<file path="src/sv/mpr_pkg.sv">
// Shared types and constants for the median-edge pixel reconstruction block.
package mpr_pkg;

  localparam int MAX_WIDTH  = 4096;
  localparam int MAX_HEIGHT = 4096;
  localparam int COL_W      = $clog2(MAX_WIDTH);
  localparam int ROW_W      = $clog2(MAX_HEIGHT);
  localparam int DIM_W      = 13;
  localparam int PIX_W      = 8;
  localparam int SAMPLE_W   = 16;
  localparam int QSH_W      = 3;
  localparam int CFG_IDX_W  = 2;

  localparam logic [DIM_W-1:0] WIDTH_RST  = DIM_W'(352);
  localparam logic [DIM_W-1:0] HEIGHT_RST = DIM_W'(288);

  localparam logic [CFG_IDX_W-1:0] CFG_FRAME_WIDTH  = CFG_IDX_W'(0);
  localparam logic [CFG_IDX_W-1:0] CFG_FRAME_HEIGHT = CFG_IDX_W'(1);
  localparam logic [CFG_IDX_W-1:0] CFG_QUANT_SHIFT  = CFG_IDX_W'(2);

  typedef enum logic [1:0] {
    PH_ROW   = 2'd0,
    PH_COL   = 2'd1,
    PH_INNER = 2'd2
  } phase_t;

  // Position and frame-end flag of one transaction.
  typedef struct packed {
    phase_t             phase;
    logic [ROW_W-1:0]   row;
    logic [COL_W-1:0]   col;
    logic               done;
  } pos_t;

endpackage

</file>
<file path="src/sv/mpr_recon.sv">
// Median-edge prediction, scaled residual add and clamp at zero for one pixel; edge phases pass the sample through.
module mpr_recon
  import mpr_pkg::*;
(
  input  phase_t                     phase,
  input  logic signed [SAMPLE_W-1:0] sample,
  input  logic [QSH_W-1:0]           quant_shift,
  input  logic [PIX_W-1:0]           left,
  input  logic [PIX_W-1:0]           upper,
  input  logic [PIX_W-1:0]           upper_left,
  output logic [PIX_W-1:0]           pixel
);

  localparam int SH_W  = SAMPLE_W + (1 << QSH_W) - 1;
  localparam int SUM_W = SH_W + 1;

  logic [PIX_W-1:0]        hi, lo, pred;
  logic [PIX_W:0]          grad;
  logic signed [SH_W-1:0]  resid_sh;
  logic signed [SUM_W-1:0] val;

  always_comb begin
    hi   = (left > upper) ? left : upper;
    lo   = (left > upper) ? upper : left;
    grad = {1'b0, left} + {1'b0, upper} - {1'b0, upper_left};
    if (upper_left >= hi) begin
      pred = lo;
    end else if (upper_left <= lo) begin
      pred = hi;
    end else begin
      pred = grad[PIX_W-1:0];
    end
  end

  assign resid_sh = SH_W'(sample) <<< quant_shift;
  assign val      = SUM_W'(resid_sh) + $signed({{(SUM_W-PIX_W){1'b0}}, pred});

  always_comb begin
    case (phase)
      PH_INNER: pixel = val[SUM_W-1] ? '0 : val[PIX_W-1:0];
      default:  pixel = sample[PIX_W-1:0];
    endcase
  end

endmodule

</file>
<file path="config.mk">
export PLATFORM = sky130hd
export DESIGN_NAME = mpr_recon
export DESIGN_NICKNAME = d
export VERILOG_FILES = /design/src/sv/mpr_pkg.sv /design/src/sv/mpr_recon.sv
export SDC_FILE = /design/constraint.sdc
export NUM_CORES = 1
export LEC_CHECK = 0
export ABC_AREA = 1
export BUFFER_PORTS_ARGS = -buffer_cell sky130_fd_sc_hd__clkbuf_2
export CAP_MARGIN = 10
export CORE_MARGIN = 3
export CORE_UTILIZATION = 40
export DETAILED_ROUTE_END_ITERATION = 10
export GPL_TIMING_DRIVEN = 1
export PLACE_DENSITY = 0.68
export SETUP_SLACK_MARGIN = 0.05
export SKIP_LAST_GASP = 1
export SYNTH_ARGS = -nofsm -noshare
export SYNTH_HDL_FRONTEND = slang
export SYNTH_SLANG_ARGS = --single-unit
</file>
<file path="constraint.sdc">
create_clock -name vclk -period 7.9
set_input_delay 1.58 -clock vclk [all_inputs]
set_output_delay 1.58 -clock vclk [all_outputs]
set_load 0.02 [all_outputs]
</file>
### Word-level counts from Yosys, hierarchy flattened

Index checks and enable logic that the tools add are counted.

| storage, ports and cells | value |
|---|---|
| bits in registers | 0 |
| input bits | 45 |
| output and inout port bits | 8 |
| logic and storage cells | 14 |

| operators by class | value |
|---|---|
| add/subtract/negate cells | 3 |
| magnitude comparators | 3 |
| equality and inequality tests | 1 |
| shift-type cells | 1 |
| multiplexer cells | 6 |

Operator list:

| cell | count |
|---|---|
| $mux W8 | 6 |
| $add A23 B9 Y24 | 1 |
| $sshl A16 B3 Y23 | 1 |
| $add A8 B8 Y8 | 1 |
| $ge A8 B8 Y1 | 1 |
| $gt A8 B8 Y1 | 1 |
| $le A8 B8 Y1 | 1 |
| $sub A8 B8 Y8 | 1 |
| $eq A2 B2 Y1 const B | 1 |

### Logic depth before layout (Yosys ltp)

Gate-level depths: netlist of run 1.

| logic depth | value |
|---|---|
| depth after elaboration | 8 |
| mapped depth | 36 |
| depth with buffers taken out | 35 |

### Worst setup path before layout of run 1

No wires, ideal clock.

| path | value |
|---|---|
| kind | input to output |
| start point | in upper[1] |
| end point | out pixel[4] |
| data arrival time | 5.002 ns |
| data required time | 6.320 ns |
| slack | 1.318 ns |
| stages on the path | 31 |
| path buffers | 1 |
| cells stage by stage | inv_1 -> ha_1 -> nand2_1 -> nand2_1 -> nand2_1 -> nand2_1 -> nand2_2 -> nand2_4 -> nand2_4 -> buf_12 -> nand2_2 -> and2_1 -> ha_1 -> inv_1 -> nor2_1 -> nor2_1 -> o21ai_0 -> nand2_1 -> nand3_2 -> inv_1 -> nand3_1 -> nand2_1 -> ha_1 -> fa_1 -> nand2_1 -> nand2_1 -> a21oi_1 -> o21ai_0 -> a21oi_1 -> nand2_1 -> nand2_1 |

| between the ends | value |
|---|---|
| cells in the longest elaborated chain, start to end | 8 |
| elaborated cells on any way between the ends | 12 |
| those cells by class | add/sub (3); order compare (3); mux (6) |

RTL lines:

| element | RTL line | text |
|---|---|---|
| from (decl) | mpr_recon.sv:9 | `input logic [PIX_W-1:0] upper,` |
| $gt A8 B8 Y1 | mpr_recon.sv:23, mpr_recon.sv:24 |  |
| $mux W8 | mpr_recon.sv:24 | `lo = (left > upper) ? upper : left;` |
| $le A8 B8 Y1 | mpr_recon.sv:28 | `end else if (upper_left <= lo) begin` |
| $mux W8 | mpr_recon.sv:28 |  |
| $mux W8 (*) | mpr_recon.sv:26 | `if (upper_left >= hi) begin` |
| $add A23 B9 Y24 (*) | mpr_recon.sv:36 | `assign val = SUM_W'(resid_sh) + $signed({{(SUM_W-PIX_W){1'b0}}, pred});` |
| $mux W8 (*) | mpr_recon.sv:40 | `PH_INNER: pixel = val[SUM_W-1] ? '0 : val[PIX_W-1:0];` |
| $mux W8 (*) | mpr_recon.sv:39 | `case (phase)` |
| to (decl) | mpr_recon.sv:11 | `output logic [PIX_W-1:0] pixel` |

Mark *: on every way between the ends. The rest lies on a longest branch, timed or not.

### Final worst setup path of run 1

| path | value |
|---|---|
| start point | in upper[7] |
| end point | out pixel[4] |

The elaborated chain is that of the path after synthesis.

==> impl_metrics.env, run 1 <==
export IMPL_period_needed_ps=7270
export IMPL_relSlewSlack_pct=74.0
export IMPL_yosysTopAreaCell="ha_1"
export IMPL_grt_pass1_vias=2505
export IMPL_gr_usage_all_layers_pct=17.8
export IMPL_rsz0062_at_grt="false"
export IMPL_drive_above_1_share_pct=19.6
export IMPL_hpwl_um=5690
export IMPL_maxCapViolations=0
export IMPL_clockBufferCount=0
export IMPL_nFlopsAndLatches=0
export IMPL_wl_per_cell_um=11.9
export IMPL_synth_simple_gate_area_share_pct=45.6
export IMPL_antenna_found_initial=0
export IMPL_die_y_um=84.2
export IMPL_crit_arrival_ps=5690
export IMPL_ys_seq_area_share_pct=0
export IMPL_synthXorXnorAreaFrac_pct=3.22
export IMPL_start_util_pct=42.8
export IMPL_rows=27
export IMPL_diodes=0
export IMPL_p_total_mw=0.316
export IMPL_synth_top_area_share_pct=20.5
export IMPL_placed_area_sq_um=2740
export IMPL_synth_top_cells_by_area="ha_1 20%, nand2_1 20%, inv_1 8.9%"
export IMPL_ioPinCount=53
export IMPL_area_growth_pct=12.5
export IMPL_yosysWarnings=0
export IMPL_synthAdderAreaFrac_pct=27.0
export IMPL_critPathCaptureType="primary output"
export IMPL_die_w_um=84.2
export IMPL_design_area_sq_um=2750
export IMPL_hold_path_class="in2out"
export IMPL_min_period_over_period_pct=92.1
export IMPL_setup_viol=0
export IMPL_final_nets=554
export IMPL_seq_area_sq_um=0
export IMPL_leakagePower_nw=1.63
export IMPL_place_ws_ps=565
export IMPL_setup_tns_ps=0
export IMPL_core_area_sq_um=5710
export IMPL_drtPass1Iterations=4
export IMPL_dp_cells=531
export IMPL_grt_max_degree=32
export IMPL_synth_cells=412
export IMPL_syn_area_sq_um=2450
export IMPL_synthMuxAreaShare_pct=0
export IMPL_ys_types=32
export IMPL_worst_pin_slew_ps=389
export IMPL_drt_total_wl_um=6310
export IMPL_path_class="in2out"
export IMPL_dieArea_sq_um=7090
export IMPL_hold_viol=0
export IMPL_remaining_drc_errors=0
export IMPL_slew_violations=0
export IMPL_drtIter0Drc=136
export IMPL_grt_pass1_wl_um=11000
export IMPL_p_per_area_nw_per_um2=115
export IMPL_syn_num_nets=505
export IMPL_clock_fmax_mhz=137
export IMPL_ant_nets=0
export IMPL_timing_final_ws_setup_ps=627
export IMPL_portBuffers=53
export IMPL_gp_congestion=0.890
export IMPL_synth_top_family_by_area="simple AND/OR/NAND/NOR gates"
export IMPL_cts_hold_buf=0
export IMPL_synth_area_per_cell_sq_um=5.94
export IMPL_required_ps=6320
export IMPL_status="finished clean"
export IMPL_peakVddDrop_mv=0.0497
export IMPL_vias_per_cell=5.04
export IMPL_grt_ovfl_total=0
export IMPL_synth_compound_area_share_pct=11.9
export IMPL_vias=2674
export IMPL_fin_cells=531
export IMPL_critPathLaunchType="input port"
export IMPL_cp_max_fo=31
==> synthesized netlist by cell type, types with 6 or more instances <==
cell and n:
ha_1 40, nand3_1 36, nand2_1 129, o211ai_1 7, inv_1 58, nor2_1 26, nand3_2 11, and2_1 7
o21ai_0 16, xnor2_1 6, nand2_2 12, fa_1 8, a21oi_1 20
==> kinds of logic (layout without fill, tap and decap cells) <==
| group | Yosys count | after routing |
|---|---|---|
| and+or+nand+nor | 235 | 235 |
| buffers and inverters | 69 | 116 |
| AOI/OAI and AO/OA | 51 | 51 |
| adders and majority gates | 48 | 48 |
| xor gates and xnor gates | 9 | 9 |
==> routing by layer <==
| metal | GRT usage [%] | vias up | part of all wire [%] |
|---|---|---|---|
| li1 | - | 1433 | - |
| met1 | 26.8 | 1203 | 51 |
| met2 | 29.8 | 36 | 46 |
| met3 | 0.294 | 2 | 2.7 |
| met4 | 0.439 | 0 | 0.22 |
| met5 | 0 | - | 0 |
==> metrics by stage <==
step	utilization (%)	hold slack [ps]
final	48.2	3500
after floorplan	-	3330
after global placement	48.1	3500
after global routing	48.2	3530
after detailed placement	48.1	3500
after CTS	48.1	3510
==> worst paths after layout <==
kind,from,endpoint,slack (ps),cells after the start
max,upper[7],pixel[4],630,27
min,sample[6],pixel[6],3500,4
==> area by class of cell <==
class	count	area [sq um]
well taps	72	90.1
multi-input cells	343	2160
inverters	63	241
repair buffers	53	265
fillers	651	2960
==> timing repair <==
| item | 4_1_cts | 5_1_grt |
|---|---|---|
| setup endpoints to repair | 0 | 8 |
| endpoints found under the hold margin | 0 | 0 |
| gates resized for setup | 0 | 1 |
| buffers inserted | 0 | 0 |
==> worst max-delay path, stage by stage <==
cell and delay (ps):
clkbuf_2 160, inv_1 60, ha_1 300, nand2_2 80, nor2_4 160, nand4_4 190
nand2_8 250, nand2_2 90, and2_1 150, ha_1 290, nand2_1 70, nor2_1 160
nand4_1 120, nand3_2 210, inv_1 180, nand3_1 120, nand2_1 60, ha_1 220
fa_1 420, nand2_1 100, nand2_1 50, a21oi_1 150, o21ai_0 100, a21oi_1 140
nand2_1 60, nand2_1 50, clkbuf_2 160
==> placed cells by master, fill, tap and decap left out, types with 2 or more instances in the layout <==
| cell | instances |
|---|---|
| nand4_1 | 4 |
| nand2_4 | 3 |
| a21oi_1 | 20 |
| clkbuf_2 | 53 |
| xnor2_1 | 6 |
| nand3_1 | 36 |
| ha_1 | 40 |
| o21a_1 | 3 |
| nand3_2 | 11 |
| fa_1 | 8 |
| inv_1 | 58 |
| nor3_1 | 2 |
| nor2_1 | 26 |
| a31oi_1 | 2 |
| nand2_1 | 129 |
| inv_2 | 4 |
| o211ai_1 | 7 |
| o21ai_0 | 16 |
| nand2_2 | 12 |
| xor2_1 | 3 |
| and2_1 | 7 |
==> power by group <==
part           switching (mW)  internal [mW]
Clock                       0              0
Combinational           0.196          0.120
Sequential                  0              0
Total                   0.196          0.120
No activity file was read; power rests on OpenSTA's default activity.
==> run 2: changes to the inputs <==
==> constraint.sdc (replaced) <==
create_clock -name vclk -period 8.59
set_input_delay 1.718 -clock vclk [all_inputs]
set_output_delay 1.718 -clock vclk [all_outputs]
set_load 0.02 [all_outputs]
==> run 2 against run 1 <==
Critical endpoint unchanged. Routed wire length up 0.70%. Core utilization down 0.15 points. Worst hold slack better by 280 ps. Critical path depth unchanged. Largest cell class unchanged. Sequential share of layout area unchanged. Combinational power down 7.9%. Count of clock-buffer cells in the layout unchanged. Largest power group unchanged. Non-clock buffer count unchanged. Via count up 0.97%. Final cell count unchanged.
==> impl_metrics.env, run 2 (synthesis results as in run 1) <==
export IMPL_grt_pass1_wl_um=11100
export IMPL_gp_congestion=0.890
export IMPL_start_util_pct=42.8
export IMPL_grt_pass1_vias=2524
export IMPL_seq_power_share_pct=0
export IMPL_required_ps=6870
export IMPL_sw_frac_of_total_pct=62.2
export IMPL_power_frac_comb_pct=100.0
export IMPL_grt_max_degree=32
export IMPL_drive_above_1_share_pct=19.6
export IMPL_whs_path_depth=4
export IMPL_grt_ovfl_total=0
export IMPL_leakagePower_nw=1.63
export IMPL_holdWs_ps=3780
export IMPL_ioPinCount=53
export IMPL_ctsResizeCount=0
export IMPL_slew_violations=0
export IMPL_cts_hold_buf=0
export IMPL_final_common_cell="nand2_1"
export IMPL_critPathCaptureType="primary output"
export IMPL_dieArea_sq_um=7090
export IMPL_post_cts_buffers=0
export IMPL_hpwl_um=5660
export IMPL_path_class="in2out"
export IMPL_period_needed_ps=7640
export IMPL_hold_path_startpoint="sample[5]"
export IMPL_critPathLaunchType="input port"
export IMPL_maxCapViolations=0
export IMPL_relSlewSlack_pct=71.8
export IMPL_gr_usage_all_layers_pct=17.8
export IMPL_ant_nets=0
export IMPL_remaining_drc_errors=0
export IMPL_holdPathEnd="pixel[5]"
export IMPL_core_area_sq_um=5710
export IMPL_hold_viol=0
export IMPL_diodes=0
export IMPL_wl_per_cell_um=12.0
export IMPL_layout_common_cells="129 x nand2_1, 58 x inv_1, 53 x clkbuf_2"
export IMPL_vias_per_cell=5.08
export IMPL_drtPass1Iterations=5
export IMPL_status="finished clean"
export IMPL_antenna_found_initial=0
export IMPL_die_w_um=84.2
export IMPL_switching_power_mw=0.181
export IMPL_p_per_area_nw_per_um2=106
export IMPL_hold_path_class="in2out"
export IMPL_die_y_um=84.2
export IMPL_worst_pin_slew_ps=422
export IMPL_p_clk_share_pct=0
export IMPL_nFlopsAndLatches=0
export IMPL_clockBufferCount=0
export IMPL_seq_area_sq_um=0
export IMPL_drtIter0Drc=199
export IMPL_setup_viol=0
export IMPL_drt_total_wl_um=6350
export IMPL_vias=2700
export IMPL_final_core_util_pct=48.1
export IMPL_area_growth_pct=12.2
export IMPL_cp_max_fo=31
export IMPL_portBuffers=53
export IMPL_p_int_mw=0.110
export IMPL_final_nets=554
export IMPL_rsz0062_at_grt="false"
export IMPL_setup_tns_ps=0
export IMPL_rows=27
export IMPL_clock_fmax_mhz=131
export IMPL_crit_arrival_ps=5920
export IMPL_min_period_over_period_pct=88.9
export IMPL_peakVddDrop_mv=0.0423
-- run 2: cell counts in the layout (fill, tap and decap cells not counted) --
Identical to the previous run, type by type.
-- run 2: layout make-up --
cell class / count / area (sq um)
fill: 647 / 2970
multi-input combinational: 343 / 2150
timing repair buffer: 53 / 265
inverter: 63 / 241
tap: 72 / 90.1
-- run 2: critical path, cell delays in order --
cell      delay, ps
clkbuf_2        160
inv_1            60
ha_1            300
nand2_2          80
nor2_4          160
nand4_4         180
nand2_4         340
nand2_2         110
and2_1          160
ha_1            290
nand2_1          70
nor2_1          160
nand4_1         120
nand3_2         210
inv_1           170
nand3_1         120
nand2_1          60
ha_1            220
fa_1            410
nand2_1         100
nand2_1          50
a21oi_1         150
o21ai_0         100
a21oi_1         140
nand2_1          70
nand2_1          50
clkbuf_2        160
-- run 2: how the worst max path moves through the flow --
| stage | startpoint | cells after the start | slack (ps) | endpoint |
|---|---|---|---|---|
| global placement | upper[7] | 27 | 1010 | pixel[4] |
| detailed placement | upper[7] | 27 | 980 | pixel[4] |
| global route | upper[5] | 29 | 370 | pixel[2] |
| CTS | upper[7] | 27 | 960 | pixel[4] |
| floorplan | upper[1] | 31 | 1730 | pixel[4] |
| finish | upper[7] | 27 | 950 | pixel[4] |
-- run 2: per-stage QoR --
step,worst slack [ps],cells,power [mW],cell area (sq um)
after floorplan,1730,412,0.224,2450
after global routing,372,531,0.336,2740
after global placement,1010,531,0.287,2740
after CTS,958,531,0.291,2740
after detailed placement,982,531,0.289,2740
final,951,531,0.291,2740
-- run 2: metal layers --
layer | GRT usage, % | vias to the layer above | routed length, um
li1 | - | 1430 | -
met1 | 26.8 | 1209 | 3200
met2 | 29.9 | 59 | 2900
met3 | 0.491 | 2 | 237
met4 | 0.292 | 0 | 14
met5 | 0 | - | 0
-- run 2: power by group through the flow --
stage | Clock [mW] | Combinational (mW) | Sequential (mW)
6_report | 0 | 0.291 | 0
5_1_grt | 0 | 0.336 | 0
4_1_cts | 0 | 0.291 | 0
3_5_place_dp | 0 | 0.289 | 0
3_3_place_gp | 0 | 0.287 | 0
2_1_floorplan | 0 | 0.224 | 0
