**config.mk**
```make
export PLATFORM = sky130hd
export DESIGN_NAME = mpr_ctrl
export DESIGN_NICKNAME = d
export VERILOG_FILES = /design/src/sv/mpr_pkg.sv /design/src/sv/mpr_ctrl.sv
export SDC_FILE = /design/constraint.sdc
export NUM_CORES = 1
export LEC_CHECK = 0
export BUFFER_PORTS_ARGS = -buffer_cell sky130_fd_sc_hd__buf_2
export CAP_MARGIN = 20
export CORE_MARGIN = 2
export CORE_UTILIZATION = 35
export DETAILED_ROUTE_END_ITERATION = 7
export PLACE_DENSITY_LB_ADDON = 0.12
export SKIP_CTS_REPAIR_TIMING = 1
export SYNTH_ARGS = -nofsm -noshare
export SYNTH_HDL_FRONTEND = slang
export SYNTH_SLANG_ARGS = --single-unit
```
**constraint.sdc**
```tcl
create_clock -name clk -period 3.9 [get_ports clk]
set_input_delay 0 -clock clk [delete_from_list [all_inputs] [get_ports clk]]
set_output_delay 0 -clock clk [all_outputs]
set_load 0.005 [all_outputs]
```
**src/sv/mpr_pkg.sv**
```systemverilog
// Shared types and constants for the median-edge pixel reconstruction block.
package mpr_pkg;

  localparam int MAX_WIDTH  = 4096;
  localparam int MAX_HEIGHT = 4096;
  localparam int COL_W      = $clog2(MAX_WIDTH);
  localparam int ROW_W      = $clog2(MAX_HEIGHT);
  localparam int DIM_W      = 13;
  localparam int PIX_W      = 8;
  localparam int SAMPLE_W   = 16;
  localparam int QSH_W      = 3;
  localparam int CFG_IDX_W  = 2;

  localparam logic [DIM_W-1:0] WIDTH_RST  = DIM_W'(352);
  localparam logic [DIM_W-1:0] HEIGHT_RST = DIM_W'(288);

  localparam logic [CFG_IDX_W-1:0] CFG_FRAME_WIDTH  = CFG_IDX_W'(0);
  localparam logic [CFG_IDX_W-1:0] CFG_FRAME_HEIGHT = CFG_IDX_W'(1);
  localparam logic [CFG_IDX_W-1:0] CFG_QUANT_SHIFT  = CFG_IDX_W'(2);

  typedef enum logic [1:0] {
    PH_ROW   = 2'd0,
    PH_COL   = 2'd1,
    PH_INNER = 2'd2
  } phase_t;

  // Position and frame-end flag of one transaction.
  typedef struct packed {
    phase_t             phase;
    logic [ROW_W-1:0]   row;
    logic [COL_W-1:0]   col;
    logic               done;
  } pos_t;

endpackage

```
**src/sv/mpr_ctrl.sv**
```systemverilog
// Frame sequencer: phase and row/column counters, advanced once per accepted transaction.
module mpr_ctrl
  import mpr_pkg::*;
(
  input  logic             clk,
  input  logic             rst_n,
  input  logic             accept,
  input  logic [DIM_W-1:0] frame_width,
  input  logic [DIM_W-1:0] frame_height,
  output pos_t             cur_pos
);

  phase_t           phase_r, phase_nxt;
  logic [ROW_W-1:0] row_r, row_nxt;
  logic [COL_W-1:0] col_r, col_nxt;
  logic [COL_W-1:0] col_last;
  logic [ROW_W-1:0] row_last;

  // Saturate the frame size to 1 .. MAX, expressed as the last index.
  always_comb begin
    if (frame_width == '0) begin
      col_last = '0;
    end else if (frame_width > DIM_W'(MAX_WIDTH)) begin
      col_last = COL_W'(MAX_WIDTH - 1);
    end else begin
      col_last = COL_W'(frame_width - DIM_W'(1));
    end
    if (frame_height == '0) begin
      row_last = '0;
    end else if (frame_height > DIM_W'(MAX_HEIGHT)) begin
      row_last = ROW_W'(MAX_HEIGHT - 1);
    end else begin
      row_last = ROW_W'(frame_height - DIM_W'(1));
    end
  end

  always_comb begin
    phase_nxt     = phase_r;
    row_nxt       = row_r;
    col_nxt       = col_r;
    cur_pos.phase = phase_r;
    cur_pos.row   = row_r;
    cur_pos.col   = col_r;
    cur_pos.done  = 1'b0;
    case (phase_r)
      PH_ROW: begin
        cur_pos.row = '0;
        if (col_r >= col_last) begin
          if (row_last == '0) begin
            cur_pos.done = 1'b1;
            row_nxt      = '0;
            col_nxt      = '0;
          end else begin
            phase_nxt = PH_COL;
            row_nxt   = ROW_W'(1);
            col_nxt   = '0;
          end
        end else begin
          col_nxt = col_r + COL_W'(1);
        end
      end
      PH_COL: begin
        cur_pos.col = '0;
        if (row_r >= row_last) begin
          if (col_last == '0) begin
            cur_pos.done = 1'b1;
            phase_nxt    = PH_ROW;
            row_nxt      = '0;
            col_nxt      = '0;
          end else begin
            phase_nxt = PH_INNER;
            row_nxt   = ROW_W'(1);
            col_nxt   = COL_W'(1);
          end
        end else begin
          row_nxt = row_r + ROW_W'(1);
        end
      end
      PH_INNER: begin
        if (col_r >= col_last) begin
          if (row_r >= row_last) begin
            cur_pos.done = 1'b1;
            phase_nxt    = PH_ROW;
            row_nxt      = '0;
            col_nxt      = '0;
          end else begin
            row_nxt = row_r + ROW_W'(1);
            col_nxt = COL_W'(1);
          end
        end else begin
          col_nxt = col_r + COL_W'(1);
        end
      end
      default: begin
        phase_nxt = PH_ROW;
        row_nxt   = '0;
        col_nxt   = '0;
      end
    endcase
  end

  always_ff @(posedge clk) begin
    if (!rst_n) begin
      phase_r <= PH_ROW;
      row_r   <= '0;
      col_r   <= '0;
    end else if (accept) begin
      phase_r <= phase_nxt;
      row_r   <= row_nxt;
      col_r   <= col_nxt;
    end
  end

endmodule

```
**Word-level counts from Yosys, hierarchy flattened**

Cells that the tools add are included.

- $add $sub $neg: 4
- Reductions and logical operators: 8
- Muxes and demuxes: 32
- Eq/ne operators: 7
- Magnitude comparators: 4

Operator list:

| cell | count |
|---|---|
| 12-bit 2-to-1 mux | 13 |
| 12-bit case mux with 3 select lines | 2 |
| 13-bit greater-than comparator (second input constant) | 2 |
| 13-bit zero test | 2 |
| 12-bit by 1-bit adder with 12-bit output (second input constant) | 2 |
| 12-bit greater-or-equal comparator | 2 |
| 12-bit zero test | 2 |
| 12-bit by 1-bit subtractor with 12-bit output (second input constant) | 2 |
| 2-bit 2-to-1 mux | 6 |
| 2-bit inequality test (second input constant) | 5 |
| 1-bit 2-to-1 mux | 9 |
| 2-bit case mux with 3 select lines | 1 |
| 6-bit AND reduction | 1 |
| 1-bit case mux with 3 select lines | 1 |
| 3-bit AND reduction | 1 |
| 2-bit by 1-bit == test with 1-bit output (second input constant) | 1 |
| 2-bit == test (second input constant) | 1 |
| 2-bit zero test | 1 |
| 2-bit AND reduction | 1 |

- Register bits after elaboration: 26
- Logic and storage cells: 58
- Output and inout bits: 27
- Bits of input ports: 29

**Logic depth before layout (Yosys ltp)**

Gate-level depths: netlist of run 1.

- Word-level depth: 7
- Depth in mapped cells: 16
- Gate-level depth less buffers: 14

**Worst setup path after synthesis of run 1**

Ideal clock, no wire load.

- Path kind: input to register
- Start point: input port frame_width[5]
- End point: register row_r[6]
- Setup slack: 0.468 ns
- Stages on the path: 14
- Arrival time: 3.359 ns
- Required time: 3.827 ns
- Cells stage by stage: or4_1 clkbuf_1 or4_1 clkbuf_1 a21oi_1 ha_1 a211o_1 a31oi_1 o221ai_2 a31oi_1 clkbuf_1 clkbuf_1 o21ai_0 a21oi_1

- Word-level cells in the longest chain between the ends: 6
- Elaborated cells on any way between the ends: 9
- Those cells by class: add/sub: 1; order compare: 2; eq/ne: 2; mux: 2; reduce/logical: 2

Ends and longest elaborated chain:

| item | RTL line | RTL |
|---|---|---|
| start, declared | mpr_ctrl.sv:8 | `input logic [DIM_W-1:0] frame_width,` |
| 12-bit by 1-bit subtractor with 12-bit output / 13-bit greater-than comparator (equally long branches) | mpr_ctrl.sv:26, mpr_ctrl.sv:23 |  |
| 12-bit 2-to-1 mux | mpr_ctrl.sv:23 | `end else if (frame_width > DIM_W'(MAX_WIDTH)) begin` |
| 12-bit 2-to-1 mux (*) | mpr_ctrl.sv:21 | `if (frame_width == '0) begin` |
| 12-bit greater-or-equal comparator (*) | mpr_ctrl.sv:48, mpr_ctrl.sv:80 |  |
| 2-bit inequality test (no line) | - |  |
| 3-bit AND reduction (no line) (*) | - |  |
| end signal, assigned | mpr_ctrl.sv:109 | `row_r <= row_nxt;` |
| end, declared | mpr_ctrl.sv:14 | `logic [ROW_W-1:0] row_r, row_nxt;` |

Mark *: on every way between the ends. The rest lies on a longest branch, timed or not.
A chain may end at the register's enable or synchronous reset.

**Worst setup path in the final report of run 1**

- Start point: input port frame_width[0]
- End point: register row_r[8]

The elaborated chain is that of the path after synthesis.

==> results of run 1 <==
[synthesized netlist by cell type, types with 3 or more instances]
master and n:
a21o_1 4, a21oi_1 41, a31oi_1 6, and2_1 10, and3_1 3, clkbuf_1 15, dfxtp_1 26, ha_1 28
inv_1 11, nand2_1 22, nand2b_1 8, nand3_1 6, nand4_1 12, nand4b_1 3, nor2_1 31, nor2b_1 11
nor3_1 12, nor4_1 7, nor4b_1 3, o211ai_1 3, o21a_1 7, o21ai_0 20, o21ai_1 3, o31a_1 3
o31ai_1 12, or3_1 7, or4_1 16, xnor2_1 6, xor2_1 8
[cell families (layout without fill, tap and decap cells)]
group / Yosys count / in the layout
and+or+nand+nor: 171 / 171
buffers and inverters: 32 / 76
AOI/OAI and AO/OA: 121 / 121
DFF: 26 / 26
adders and majority gates: 28 / 28
xor gates and xnor gates: 14 / 14
muxes: 1 / 1
[power by group through the flow]
| stage | registers, mW | logic [mW] | clock network, mW |
|---|---|---|---|
| 2_1_floorplan | 0.279 | 0.108 | 0 |
| 3_3_place_gp | 0.285 | 0.160 | 0 |
| 3_5_place_dp | 0.284 | 0.161 | 0 |
| 4_1_cts | 0.278 | 0.162 | 0.187 |
| 5_1_grt | 0.279 | 0.183 | 0.197 |
| 6_report | 0.278 | 0.160 | 0.177 |
[registers in the layout (all words and copies together) (netlist names)]
name	cells
row_r	12
col_r	12
phase_r	2
[cell type report]
class | instances | share of cell area, %
Clock buffer | 4 | 1.65
Inverter | 11 | 1.24
Timing Repair Buffer | 61 | 9.61
Sequential cell | 26 | 15.6
Tap cell | 105 | 3.94
Multi-Input combinational cell | 335 | 67.9
[cells in the final DEF (no fill, tap or decap), types with 4 or more instances in the layout]
master / synthesis / layout
a21oi_1: 41 / 41
ha_1: 28 / 28
nor4_1: 7 / 7
o21a_1: 7 / 7
nand4_1: 12 / 12
or3_1: 7 / 7
or4_1: 16 / 16
xor2_1: 8 / 8
nor2_1: 31 / 31
o31ai_1: 12 / 12
inv_1: 11 / 11
buf_2: 0 / 55
nand3_1: 6 / 6
nand2b_1: 8 / 8
a31oi_1: 6 / 6
o21ai_0: 20 / 20
buf_4: 2 / 6
xnor2_1: 6 / 6
clkbuf_8: 0 / 4
a21o_1: 4 / 4
and2_1: 10 / 10
nand2_1: 22 / 22
dfxtp_1: 26 / 26
nor2b_1: 11 / 11
nor3_1: 12 / 12
[layer usage]
metal	vias to the layer above	share of wire (%)	wire length, um
li1	1591	-	-
met5	-	0	0
met2	49	48	3960
met3	0	4.2	347
met4	0	0	0
met1	1406	47	3870
[worst paths after layout]
path                  start        end  slack [ps]
min                   rst_n   col_r[0]          30
max          frame_width[0]   row_r[8]         530
min reg2reg       row_r[11]  row_r[11]         510
max reg2reg        row_r[0]   row_r[5]        1200
==> metrics, run 1 <==
H-tree depth=1; main area contributors after synthesis=dfxtp_1 (18%), ha_1 (12%), a21oi_1 (7.0%), or4_1 (4.1%), nor2_1 (4.0%); CTS buffer count=3; area occupied by multi-input gates=0.00226 mm^2; Leak=between 1 and 1.5 nW; Wirelength per Cell=15.1 um; met1 GRT Util=approximately a quarter; worst min path class=in2reg; Yosys top cell by area=dfxtp_1; IO Port Bufs=55; number of antenna violations at the first check in global routing=0; grt ovf=0; Max stage delay on crit path=between 500 and 600 ps; hold path cells=2; power after layout=0.616 mW; DIE HEIGHT=95.5 um; CP Launch Type=input pin; max-cap violations=0; global-route wire length before repair=roughly 13,000 um; CTS root buf=clkbuf_8; switching power=~0.19 mW; Final Cycle Share=between 80% and 90%; placed insts=between 500 and 600; Core ar.=0.00818 mm^2; slowest CP cell=or3b_2; Yosys reg bits=26; vias in the first global route=approximately 2,800; post-route setup TNS=0 ps; clk slew on worst S/H paths=about 90 ps; final setup vio count=0; DR iter-0 viols=between 80 and 90; post-synth cell types=67; post-synthesis simple-gate area fraction=between 30% and 40%; CTS tree=yes; Vias/cell=about 5.6; instance count on the critical path=16; Synth Area in Adders=around an eighth; Synth top area share=between 10% and 20%; sequential cell area=between 500 and 600 um^2; Initial Util=between 30% and 40%; syn nets=450; critical path fanouts, max=19; final WL=8180 um; antenna-violating nets left=0; most frequently used flop master after synthesis=dfxtp_1; Pwr Density=between 150 and 200 mW/mm^2; Worst EP arrival=3570 ps; Final Util=around two fifths; number of hold violations in the final report=0; Relative slew margins=a little under half; Die Area=a little over 0.009 mm^2; WHS=approximately 26 ps; VDD IR max=~130 uV; Slew Limit Fails=0; GRT met2 Usage=between 30% and 40%; Final GP Congestion=approximately 0.8; Die X=approximately 96 um; DR pass1 iterations=4; sequential-to-total area share from yosys stat=17.8%; Final nets=just under 500; PnR worst setup slack=about 530 ps; share of cells above drive strength 1=~18%; Synth Area in XOR/XNOR=roughly 4.2%; worst path cell trace=buf_2 -> inv_1 -> ha_1 -> or3b_2 -> or2_1 -> o21a_1 -> nor3_1 -> or2_1 -> ha_1 -> and4_1 -> o21ai_1 -> o221ai_2 -> a31oi_1 -> buf_4 -> or4_1 -> a21oi_1; Worst R2R Path Depth=8; Fillers=between 800 and 900; Placement Setup Slack=around 240 ps; outcome=completed; Mean Syn Cell Area=roughly 7.5 um^2; n_diodes=0; gr usage total=about 18%; io pins=56; non-filler cells, final=~540; # DRC=0; synth warn=0; RSZ-0062 raised after global routing=false; Worst EP required=just over 4000 ps; Cells after Synth=393; sequential power share=a little under half; internal power=around 0.42 mW; Achievable Freq=297 MHz; dpl hpwl=about 6500 um; clk sinks=26; clock tree buffer depth=2; CP endpoint kind=register; gr busiest metal=met2; Cell Area, Synth=0.00293 mm^2; Buf/Inv on CP=3; Site Rows=33; fin crit period=3370 ps; Gate power share=approximately a quarter; Compound-Gate Fraction of Synth Area=~27%; clk_lat worst skew=270 ps; met3 Usage GRT=about 3.1%; asr flop ratio synth=0%; Final Cell Area=0.00333 mm^2; DR vias=between 3,000 and 4,000; Placement Cell Area=~0.0033 mm^2; largest family of logic cells by synthesized area=simple AND/OR/NAND/NOR gates; Worst-Margin Slew=a little over 800 ps; clock skew=about 4.3 ps; Crit path max-delay family=simple AND/OR/NAND/NOR gates; clock power share=between 20% and 30%; multiplexer share of the synthesized area=less than 1%; Sw Ratio=a little under a third; Post-synth EDFFs=0; area grow syn2layout=13.7%; largest net degree at the start of global routing=20; CP Class=in2reg
Note: power is estimated with default switching activity, not from simulation.
==> inputs of run 2 (changes only) <==
--- a/config.mk
+++ b/config.mk
@@ -8,7 +8,7 @@
 export BUFFER_PORTS_ARGS = -buffer_cell sky130_fd_sc_hd__buf_2
 export CAP_MARGIN = 20
 export CORE_MARGIN = 2
-export CORE_UTILIZATION = 35
+export CORE_UTILIZATION = 57
 export DETAILED_ROUTE_END_ITERATION = 7
 export PLACE_DENSITY_LB_ADDON = 0.12
 export SKIP_CTS_REPAIR_TIMING = 1
==> run 2 against run 1 <==
Routed wire length fell by 9.7%. Clock power fell by 15%. First-iteration DRC count rose by 130%. Combinational power barely moved. Via count rose by 3.0%. Cell count fell by 6.6%. Design area fell by 1.7%. Largest power group unchanged.
==> metrics, run 2 (synthesized netlist as in run 1, its figures left out) <==
DIE HEIGHT=around 76 um; Vias/cell=~6.2; Die Area=about 0.0057 mm^2; clk sinks=26; vias in the first global route=roughly 2,700; clk_lat worst skew=approximately 270 ps; io pins=56; DR iter-0 viols=200; n_diodes=0; PnR worst setup slack=about 450 ps; Site Rows=26; RSZ-0062 raised after global routing=false; Leak=approximately 1.4 nW; CTS root buf=clkbuf_8; H-tree depth=1; share of cells above drive strength 1=between 10% and 20%; Max stage delay on crit path=600 ps; worst path cell trace=buf_2 -> inv_1 -> ha_1 -> or3b_2 -> or4_1 -> a21oi_1 -> ha_1 -> a211o_1 -> a31oi_1 -> o221ai_2 -> a31oi_1 -> o21ai_1 -> a21oi_1; outcome=completed; DR pass1 iterations=5; WHS=approximately 28 ps; number of hold violations in the final report=0; CTS tree=yes; top flop regs=col_r: 12 flops, row_r: 12 flops, phase_r: 2 flops; grt ovf=0; Final nets=between 400 and 500; IO Port Bufs=55; Worst EP required=roughly 4100 ps; commonest non-fill, non-tap cells in the layout=buf_2 (55), a21oi_1 (41), nor2_1 (31); VDD IR max=around 200 uV; critical path fanouts, max=11; clock tree buffer depth=2; Relative slew margins=~39%; largest net degree at the start of global routing=20; dpl hpwl=just under 6000 um; Crit path max-delay family=compound AO/OA/AOI/OAI gates; Final GP Congestion=0.921; final WL=around 7400 um; gr usage total=roughly a quarter; DR vias=3,136; Achievable Freq=about 290 MHz; area grow syn2layout=11.7%; Buf/Inv on CP=2; Worst-Margin Slew=~910 ps; Slew Limit Fails=0; Initial Util=about 58%; Die X=about 76 um; slowest CP cell=or4_1; # DRC=0; CP Launch Type=input pin; clock skew=7.53 ps; CP endpoint kind=register; Wirelength per Cell=14.6 um; global-route wire length before repair=around 12,000 um; post-route setup TNS=0 ps; antenna-violating nets left=0; max-cap violations=0; worst min path class=in2reg; clk slew on worst S/H paths=around 80 ps; fin crit period=approximately 3400 ps; Placement Setup Slack=about 230 ps; Pwr Density=180 mW/mm^2; commonest non-fill, non-tap cell in the layout=buf_2; CTS buffer count=3; Core ar.=~0.005 mm^2; number of antenna violations at the first check in global routing=0; CP Class=in2reg; Final Cycle Share=88.4%; final setup vio count=0; Worst EP arrival=around 3600 ps
-- run 2: cell count changes in the layout (fill, tap and decap cells not counted), sizes merged --
cell,change
clkbuf,-1
-- run 2: routing by layer --
layer,global-route usage (%),part of all wire (%),vias up
li1,-,-,1588
met1,34.9,45,1458
met4,6.24,1.1,0
met5,0,0,-
met3,3.70,4.1,8
met2,45.8,49,82
-- run 2: worst register-to-register path: stages (launching register included) --
cell,delay [ps]
dfxtp_1,410
inv_1,120
ha_1,290
nand2b_1,140
a2111oi_0,520
nor4_1,160
nor3_1,430
o21ai_1,350
a21oi_1,220
-- run 2: where the power goes --
group / internal, mW / total (mW) / switching (mW)
Combinational: 0.0615 / 0.160 / 0.0982
Clock: 0.0692 / 0.151 / 0.0822
Sequential: 0.269 / 0.278 / 0.00841
-- run 2: final cells by class --
type                       count  area, um^2
clock buffer                   3        41.3
inverter                      11        41.3
fill                         438        1770
multi-input combinational    335        2260
tap                           70        87.6
timing repair buffer          61         320
sequential                    26         520
-- run 2: metrics by stage --
| stage | power [mW] | area (um^2) | util, % | instances |
|---|---|---|---|---|
| after floorplan | 0.388 | 2930 | - | 393 |
| final | 0.589 | 3270 | 64.9 | 506 |
| after detailed placement | 0.442 | 3230 | 64.1 | 503 |
| after CTS | 0.589 | 3270 | 64.9 | 506 |
| after global placement | 0.438 | 3230 | 64.1 | 503 |
| after global routing | 0.622 | 3270 | 64.9 | 506 |
-- run 2: final timing paths --
kind / from / to / slack (ps) / cells past startpoint
min reg2reg: col_r[11] / col_r[11] / 520 / 2
max reg2reg: row_r[0] / row_r[11] / 1190 / 8
max: frame_width[0] / col_r[7] / 450 / 13
min: rst_n / col_r[0] / 30 / 2
==> inputs of run 3 (changes only) <==
--- a/config.mk
+++ b/config.mk
@@ -8,7 +8,7 @@
 export BUFFER_PORTS_ARGS = -buffer_cell sky130_fd_sc_hd__buf_2
 export CAP_MARGIN = 20
 export CORE_MARGIN = 2
-export CORE_UTILIZATION = 57
+export CORE_UTILIZATION = 51
 export DETAILED_ROUTE_END_ITERATION = 7
 export PLACE_DENSITY_LB_ADDON = 0.12
 export SKIP_CTS_REPAIR_TIMING = 1
==> constraint.sdc (replaced) <==
create_clock -name clk -period 2.9 [get_ports clk]
set_input_delay 0 -clock clk [delete_from_list [all_inputs] [get_ports clk]]
set_output_delay 0 -clock clk [all_outputs]
set_load 0.005 [all_outputs]
==> run 3 against run 2 <==
The run now ends with setup timing left. Sequential share of layout area fell by 4.1 points. Cell count rose by 17%. First-iteration DRC count fell by 40%. Clock skew decreased by 2.2 ps. Clock-buffer cell count is 1 higher. Flip-flop and latch count did not move. Worst hold slack gained 23 ps. Total power up 64%. Via count rose by 15%. Critical path type unchanged.
==> metrics, run 3 (synthesized netlist as in run 1, its figures left out) <==
Vias/cell=approximately 6; commonest non-fill, non-tap cell in the layout=buf_4; clock tree buffer depth=2; io pins=between 50 and 60; H-tree depth=1; Final nets=576; clk_lat worst skew=about 280 ps; DR pass1 iterations=5; worst r2r dst=row_r[4]; IO Port Bufs=55; number of antenna violations at the first check in global routing=0; Die X=~80 um; Core ar.=0.00554 mm^2; top flop regs=col_r: 12 flops, row_r: 12 flops, phase_r: 2 flops; RSZ-0062 raised after global routing=true; Placement Cell Area=0.00381 mm^2; clk slew on worst S/H paths=approximately 100 ps; failing checks=setup timing; VDD IR max=225 uV; DR vias=between 3,000 and 4,000; CTS tree=yes; PnR worst setup slack=-183 ps; largest net degree at the start of global routing=20; gr usage total=between 20% and 30%; clock skew=about 5.3 ps; DR iter-0 viols=120; Worst-Margin Slew=around 810 ps; fin crit period=3080 ps; Worst R2R Path Depth=10; global-route wire length before repair=approximately 14,000 um; Site Rows=27; Achievable Freq=about 320 MHz; Hold Path Sink=col_r[0]; dpl hpwl=roughly 6600 um; Initial Util=52.9%; Pwr Density=220 mW/mm^2; CP Launch Type=input pin; vias in the first global route=~3,000; Hold Startpoint=rst_n; Die Area=0.00637 mm^2; Worst EP arrival=~3300 ps; CP Class=in2reg; Fillers=a little under 400; number of hold violations in the final report=0; clk sinks=26; final WL=between 9000 and 10,000 um; CTS buffer count=3; Wirelength per Cell=16.2 um; Worst EP required=approximately 3100 ps; Final Cycle Share=106%; Relative slew margins=46.0%; Critical R2R Launch=col_r[2]; placed insts=around 570; non-filler cells, final=590; area grow syn2layout=50.0%; CP endpoint kind=register; grt ovf=0; final setup vio count=25; Final Cell Area=between 0.004 and 0.005 mm^2; commonest non-fill, non-tap cells in the layout=buf_4 (74), buf_2 (50), a21oi_1 (28); critical path fanouts, max=8; DIE HEIGHT=between 70 and 80 um; Leak=between 1.5 and 2 nW; CTS root buf=clkbuf_8; outcome=finished with violations; antenna-violating nets left=0; share of cells above drive strength 1=between 40% and 50%; max-cap violations=0; hold path cells=2; # DRC=0; Slew Limit Fails=0; worst min path class=in2reg; Final GP Congestion=between 0.8 and 0.9; internal reg-to-reg setup slack=approximately 400 ps; n_diodes=0
-- run 3: cell types whose count changed in the layout (fill, tap and decap cells not counted), sizes merged --
cell    previous run  this run
nor3              12        13
clkbuf             3         5
buf               61       140
-- run 3: through the flow --
| step | utilization [%] | hold slack [ps] | setup TNS [ps] | setup WS [ps] | total power, mW |
|---|---|---|---|---|---|
| after floorplan | - | 302 | -4810 | -225 | 0.537 |
| after global placement | 68.7 | 314 | -9430 | -416 | 0.652 |
| after detailed placement | 68.7 | 317 | -12030 | -520 | 0.660 |
| after CTS | 69.7 | 22.7 | -4810 | -442 | 0.893 |
| after global routing | 79.3 | 55.9 | -5060 | -260 | 1.01 |
| final | 79.3 | 51.2 | -2660 | -183 | 0.968 |
-- run 3: layer usage --
layer	share of wire, %	GRT usage (%)	up-vias	wire (um)
li1	-	-	1761	-
met5	0	0	-	0
met2	50	46.5	121	4800
met4	1.8	4.07	0	168
met1	43	33.7	1717	4110
met3	4.8	2.83	20	456
-- run 3: where the power goes --
group	total (mW)	switching [mW]	internal (mW)	leakage [nW]
clock network	0.244	0.122	0.122	0.0288
registers	0.370	0.00774	0.362	0.210
logic	0.355	0.186	0.169	1.63
-- run 3: worst max-delay path by stage --
stage | startpoint | to
2_1_floorplan | frame_width[5] | row_r[6]
4_1_cts | frame_width[0] | cur_pos[0]
6_report | frame_width[1] | row_r[4]
3_5_place_dp | frame_width[0] | col_r[0]
3_3_place_gp | frame_width[0] | row_r[10]
5_1_grt | frame_width[1] | row_r[4]
-- run 3: cell type report --
cell class              count  area (um^2)  share of cell area, %
clock buffers               4         55.1                   1.25
inverters                  11         48.8                   1.11
multi-input cells         336         2660                   60.6
flip-flops and latches     26          520                   11.8
well taps                  72         90.1                   2.05
repair buffers            141         1020                   23.2
-- run 3: worst max-delay path, stage by stage --
cell	delay [ps]
buf_6	100
inv_4	50
ha_4	130
or3b_4	400
or4_4	590
a21oi_2	140
ha_1	240
a211o_1	310
a31oi_2	180
o221ai_2	150
buf_4	160
a31oi_4	290
clkbuf_16	220
buf_6	110
o31ai_2	60
a21oi_1	150
